## config.mk

```make
export PLATFORM = sky130hd
export DESIGN_NAME = mrrc_frame
export DESIGN_NICKNAME = d
export VERILOG_FILES = /design/src/rtl/core/mrrc_pkg.sv /design/src/rtl/core/mrrc_frame.sv
export SDC_FILE = /design/constraint.sdc
export NUM_CORES = 1
export LEC_CHECK = 0
export ABC_AREA = 1
export BUFFER_PORTS_ARGS = -buffer_cell sky130_fd_sc_hd__buf_4
export CORE_MARGIN = 4
export CORE_UTILIZATION = 38
export DETAILED_ROUTE_END_ITERATION = 8
export PLACE_DENSITY_LB_ADDON = 0.05
export SYNTH_ARGS = -nofsm -noshare
export SYNTH_HDL_FRONTEND = slang
export SYNTH_SLANG_ARGS = --single-unit
```

## constraint.sdc

```tcl
create_clock -name clk -period 5.78 [get_ports clk]
set_input_delay 0.578 -clock clk [delete_from_list [all_inputs] [get_ports clk]]
set_output_delay 0.578 -clock clk [all_outputs]
set_load 0.03 [all_outputs]
```

## src/rtl/core/mrrc_pkg.sv

```systemverilog
// ----------------------------------------------------------------------------
// mrrc_pkg
// Shared types, codes and the crc-16 byte update for the modbus rtu
// response checker.
// ----------------------------------------------------------------------------
package mrrc_pkg;

	localparam int FRAME_MAX = 256;

	localparam logic [15:0] CRC_INIT = 16'hFFFF;
	localparam logic [15:0] CRC_POLY = 16'hA001;
	localparam logic [7:0]  EXC_BIT  = 8'h80;

	localparam logic [6:0] FN_READ_COILS    = 7'd1;
	localparam logic [6:0] FN_READ_INPUTS   = 7'd2;
	localparam logic [6:0] FN_READ_HOLDING  = 7'd3;
	localparam logic [6:0] FN_READ_INPUT_RG = 7'd4;

	localparam logic [1:0] REG_SLAVE    = 2'd0;
	localparam logic [1:0] REG_FUNCTION = 2'd1;
	localparam logic [1:0] REG_QUANTITY = 2'd2;

	typedef enum logic [3:0] {
		ST_PENDING   = 4'd0,
		ST_OK        = 4'd1,
		ST_SLAVE     = 4'd2,
		ST_FUNCTION  = 4'd3,
		ST_BYTECOUNT = 4'd4,
		ST_TOO_LONG  = 4'd5,
		ST_EXCEPTION = 4'd6,
		ST_CRC       = 4'd7,
		ST_IGNORED   = 4'd8
	} status_t;

	typedef enum logic [1:0] {
		PH_IDLE = 2'd0,
		PH_RECV = 2'd1,
		PH_DONE = 2'd2
	} phase_t;

	typedef enum logic [1:0] {
		EE_NONE     = 2'd0,
		EE_SLAVE    = 2'd1,
		EE_FUNCTION = 2'd2
	} early_t;

	typedef struct packed {
		logic [7:0]  expected_slave;
		logic [6:0]  request_function;
		logic [15:0] request_quantity;
	} cfg_t;

	typedef struct packed {
		status_t     status;
		logic        frame_done;
		logic [7:0]  exc_code;
		logic        is_payload;
		logic [7:0]  payload_byte;
	} res_t;

	function automatic logic [15:0] crc16_byte(input logic [15:0] crc_in,
		input logic [7:0] data);
		logic [15:0] c;
		c = crc_in ^ {8'h00, data};
		for (int k = 0; k < 8; k++) begin
			c = c[0] ? ((c >> 1) ^ CRC_POLY) : (c >> 1);
		end
		return c;
	endfunction

endpackage

```

## src/rtl/core/mrrc_frame.sv

```systemverilog
// ----------------------------------------------------------------------------
// mrrc_frame
// Frame state of the response checker: header compare, length tracking,
// running crc and the per-byte result, one byte per transfer.
// ----------------------------------------------------------------------------
module mrrc_frame (
	input  logic          clk,
	input  logic          arst_n,
	input  mrrc_pkg::cfg_t cfg,
	input  logic          in_fire,
	input  logic [7:0]    rx_byte,
	input  logic          frame_start,
	output mrrc_pkg::res_t res
);
	import mrrc_pkg::*;

	localparam int CNT_W = 18;

	logic [8:0]  byte_index_q, byte_index_d;
	logic [15:0] crc_q, crc_d;
	logic [8:0]  flen_q, flen_d;
	phase_t      phase_q, phase_d;
	logic        exc_flag_q, exc_flag_d;
	logic [7:0]  exc_val_q, exc_val_d;
	logic [7:0]  crc_lo_q, crc_lo_d;
	early_t      early_q, early_d;

	logic [CNT_W-1:0] want;
	logic             is_read;
	logic [9:0]       idx_p2;

	always_comb begin
		is_read = (cfg.request_function == FN_READ_COILS) ||
			(cfg.request_function == FN_READ_INPUTS) ||
			(cfg.request_function == FN_READ_HOLDING) ||
			(cfg.request_function == FN_READ_INPUT_RG);
		if (cfg.request_function <= FN_READ_INPUTS) begin
			want = CNT_W'(({1'b0, cfg.request_quantity} + 17'd7) >> 3);
		end else begin
			want = {1'b0, cfg.request_quantity, 1'b0};
		end
	end

	always_comb begin
		byte_index_d = byte_index_q;
		crc_d        = crc_q;
		flen_d       = flen_q;
		phase_d      = phase_q;
		exc_flag_d   = exc_flag_q;
		exc_val_d    = exc_val_q;
		crc_lo_d     = crc_lo_q;
		early_d      = early_q;
		res          = '{status: ST_PENDING, frame_done: 1'b0, exc_code: 8'h00,
			is_payload: 1'b0, payload_byte: 8'h00};

		if (frame_start) begin
			byte_index_d = '0;
			crc_d        = CRC_INIT;
			flen_d       = '0;
			exc_flag_d   = 1'b0;
			exc_val_d    = '0;
			crc_lo_d     = '0;
			early_d      = EE_NONE;
			phase_d      = PH_RECV;
		end

		idx_p2 = {1'b0, byte_index_d} + 10'd2;

		if (phase_d != PH_RECV) begin
			res.status = ST_IGNORED;
		end else begin
			priority if (byte_index_d == 9'd0) begin
				if (rx_byte != cfg.expected_slave) early_d = EE_SLAVE;
			end else if (byte_index_d == 9'd1) begin
				if (early_d == EE_NONE && rx_byte != {1'b0, cfg.request_function}) begin
					if (rx_byte == ({1'b0, cfg.request_function} | EXC_BIT)) begin
						exc_flag_d = 1'b1;
						flen_d     = 9'd5;
					end else begin
						early_d = EE_FUNCTION;
					end
				end
			end else if (byte_index_d == 9'd2) begin
				priority if (early_d == EE_SLAVE) begin
					res.status     = ST_SLAVE;
					res.frame_done = 1'b1;
				end else if (early_d == EE_FUNCTION) begin
					res.status     = ST_FUNCTION;
					res.frame_done = 1'b1;
				end else if (exc_flag_d) begin
					exc_val_d = rx_byte;
				end else if (is_read) begin
					if ({10'd0, rx_byte} != want) begin
						res.status     = ST_BYTECOUNT;
						res.frame_done = 1'b1;
					end else if (want + CNT_W'(5) > CNT_W'(FRAME_MAX)) begin
						res.status     = ST_TOO_LONG;
						res.frame_done = 1'b1;
					end else begin
						flen_d = 9'(want + CNT_W'(5));
					end
				end else begin
					flen_d = 9'd8;
				end
			end else begin
			end

			if (!res.frame_done) begin
				priority if (byte_index_d < 9'd3 || idx_p2 < {1'b0, flen_d}) begin
					crc_d = crc16_byte(crc_d, rx_byte);
					if (byte_index_d >= 9'd3 && !exc_flag_d) begin
						res.is_payload   = 1'b1;
						res.payload_byte = rx_byte;
					end
				end else if (idx_p2 == {1'b0, flen_d}) begin
					crc_lo_d = rx_byte;
				end else begin
					res.frame_done = 1'b1;
					if (exc_flag_d) begin
						res.status   = ST_EXCEPTION;
						res.exc_code = exc_val_d;
					end else begin
						res.status = ({rx_byte, crc_lo_d} == crc_d) ? ST_OK : ST_CRC;
					end
				end
			end

			if (res.frame_done) begin
				phase_d = PH_DONE;
			end else begin
				byte_index_d = byte_index_d + 9'd1;
			end
		end
	end

	always_ff @(posedge clk or negedge arst_n) begin
		if (!arst_n) begin
			byte_index_q <= '0;
			crc_q        <= CRC_INIT;
			flen_q       <= '0;
			phase_q      <= PH_IDLE;
			exc_flag_q   <= 1'b0;
			exc_val_q    <= '0;
			crc_lo_q     <= '0;
			early_q      <= EE_NONE;
		end else if (in_fire) begin
			byte_index_q <= byte_index_d;
			crc_q        <= crc_d;
			flen_q       <= flen_d;
			phase_q      <= phase_d;
			exc_flag_q   <= exc_flag_d;
			exc_val_q    <= exc_val_d;
			crc_lo_q     <= crc_lo_d;
			early_q      <= early_d;
		end
	end

endmodule

```

==> results.toml <==
[final_layout]
final_cell_mix = "nand2_1, inv_1, nor2_1"
drive_above_1_share_pct = 22.5
nets = 1206
final_common_cell = "nand2_1"
instances_no_fill = 1360
synthToLayoutAreaGrowth_pct = 24.3
antenna-diode-count = 0

[cts]
clk_pin_slew_ns = 0.08
cts_max_level = 2
clock_sinks = 55
root_buffer = "clkbuf_16"
clockBufferDepth = 2
numCtsBuffers = 5
cts_tree = "yes"
cts_hold_buffers = 0
insertion_delay_ns = 0.31

[job]
max-cap-violations = 0

[drt]
wl_per_cell_um = 15.3
avgViaCountPerCell = 5.02
num_vias = 6823
firstDrtPassIters = 5
drcViolationCount = 0
antenna_left = 0
routed_wl_um = 20900
drt_iter0_drc = 428

[outcome]
status = "complete, no violations"

[yosys]
async_reset_ff_share_pct = 100
synthCells = 1044
synth_seq_cells = 55
synth_top_area_share_pct = 17.8
synth_nets = 1107
yosys_warnings = 0
ys.flop_type = "dfrtp_1"
netlist_area_sq_um = 6340
syn_area_per_cell_sq_um = 6.07
ys_seq_area_share_pct = 22.0
synth_top_area_cell = "nand2_1"
synthTopCellsByArea = "nand2_1, dfrtp_1, inv_1, nor2_1, dfstp_2"
synth_edf_count = 0
yosysUniqueCellTypes = 49

[pwr]
clock_power_share_pct = 15.0
ir_drop_mv = 0.161
power_frac_seq_pct = 26.6
p_leak_nw = 3.96
p_total_mw = 2.25
p_int_mw = 1.20
powerDensity_nw_per_um2 = 285
swShare_pct = 46.5
p_comb_share_pct = 58.3
switchingPower_mw = 1.05

[sta]
hold_violations = 0
rsz0062_at_grt = "yes"
slew_violations = 0
relSlewSlack_pct = 44.1
setup_violations = 0
fin_crit_ns = 5.56
post-route-period-util_pct = 96.2
max_freq_ghz = 0.180
worst_pin_slew_ns = 0.838
layout_setup_ws_ns = 0.219
fin_skew_ns = 0.00865

[placed_design]
dp.cells = 1325
port_buffers = 64
dpl.hpwl_um = 15600
pre_cts_slack_ns = -0.0381
globalplace.congestion = 0.887

[worst_setup_path]
setup.worst_path.class = "input pin to primary output"
cp_common_cell = "nand2_1"
cpMaxStageDelayCell = "ha_1"
cp-end-kind = "primary output"
crit_path_start = "cfg[20]"
cp_max_fo = 9
cp-start-kind = "input pin"
r2r-start = "byte_index_q[6]"
r2r_slack_ns = 1.22
critPathArrivalTime_ns = 4.98
rr_endpoint = "crc_lo_q[0]"
r2r_cells = 23
max_stage_delay_ns = 0.31
required_ns = 5.20

[die]
rows = 46
die_x_um = 137
core_sq_um = 16100
dieArea_sq_um = 18800
start_util_pct = 39.3
io_pins = 65
die_h_um = 137

[global_route]
grt_max_degree = 56
grt_pass1_wl_um = 32500
grt_overflow = 0
grt_antenna_before_repair = 0
grt_pass1_vias = 6272
grtUsageTotal_pct = 21.9

[min_path]
min_path_type = "input pin to asynchronous set/reset pin"
critical path: cells and delay by family:
| kind | cells | cell delay (ns) |
|---|---|---|
| and+or+nand+nor | 25 | 2.88 |
| buffers and inverters | 6 | 0.77 |
| AOI/OAI and AO/OA | 3 | 0.41 |
| adders and majority gates | 1 | 0.31 |
power by group through the flow:
stage | Clock [mW] | Combinational [mW] | Sequential [mW]
2_1_floorplan | 0 | 0.856 | 0.590
3_3_place_gp | 0 | 1.18 | 0.603
3_5_place_dp | 0 | 1.18 | 0.605
4_1_cts | 0.345 | 1.19 | 0.600
5_1_grt | 0.356 | 1.47 | 0.613
6_report | 0.338 | 1.31 | 0.599
state kept, by name (all words and copies together), names as in the netlist:
register / count
crc_lo_q: 8
early_q: 2
phase_q: 2
exc_flag_q: 1
byte_index_q: 9
exc_val_q: 8
flen_q: 9
crc_q: 16
repair_timing:
action | in CTS | in global routing
setup endpoints to repair | 1 | 27
setup buffers | 0 | 24
pin swaps | 0 | 37
cloned | 0 | 3
resized for setup | 1 | 90
kinds of logic after synthesis:
group | Yosys count | synth area share [%]
compound gates | 140 | 12.7
xor+xnor | 56 | 7.74
fa+ha+maj | 20 | 3.95
buf+inv | 180 | 11.5
flops | 55 | 22.0
simple gates | 593 | 42.2
worst max-delay path by stage:
stage,end,cells past startpoint
final,res[15],35
after global routing,res[19],36
after CTS,res[11],36
after detailed placement,res[10],36
after global placement,res[10],37
after floorplan,res[10],35
layer usage:
metal | share of wire [%] | vias to the layer above | global-route usage (%) | wire (um)
li1 | - | 3550 | - | -
met2 | 44 | 150 | 34.3 | 9210
met4 | 0.93 | 0 | 3.99 | 195
met3 | 4.5 | 14 | 2.87 | 946
met1 | 50 | 3109 | 32.4 | 10500
met5 | 0 | - | 0 | 0
Yosys cell counts, types with 6 or more instances:
cell and instances:
nand4_1 27, nand2_2 16, a21boi_0 7, inv_2 9
nor2_2 11, nor3_1 15, xor2_1 35, nand3_2 7
inv_1 134, ha_1 20, nor2_4 6, nand3_1 65
nand2_1 301, nor2_1 124, nor4_1 11, o22ai_1 8
dfstp_2 16, o21ai_0 41, dfrtp_1 39, a21oi_1 45
clkbuf_1 21, xnor2_1 21, o21ai_1 22
area by class of cell:
type	instances	area, sq um
Multi-Input combinational cell	812	4510
Inverter	148	566
Tap cell	216	270
Clock buffer	6	139
Clock inverter	2	16.3
Sequential cell	55	1400
Fill cell	1712	8240
Timing Repair Buffer	121	986
per-stage QoR:
stage	setup TNS [ns]	hold slack (ns)	area (sq um)	util (%)
after detailed placement	-0.0381	0.458	7180	44.6
after floorplan	0	0.282	6340	-
final	0	0.326	7880	48.9
after global routing	-0.703	0.392	7880	48.9
after CTS	0	0.367	7340	45.6
after global placement	0	0.459	7180	44.6
Note: power is estimated with default switching activity, not from simulation.
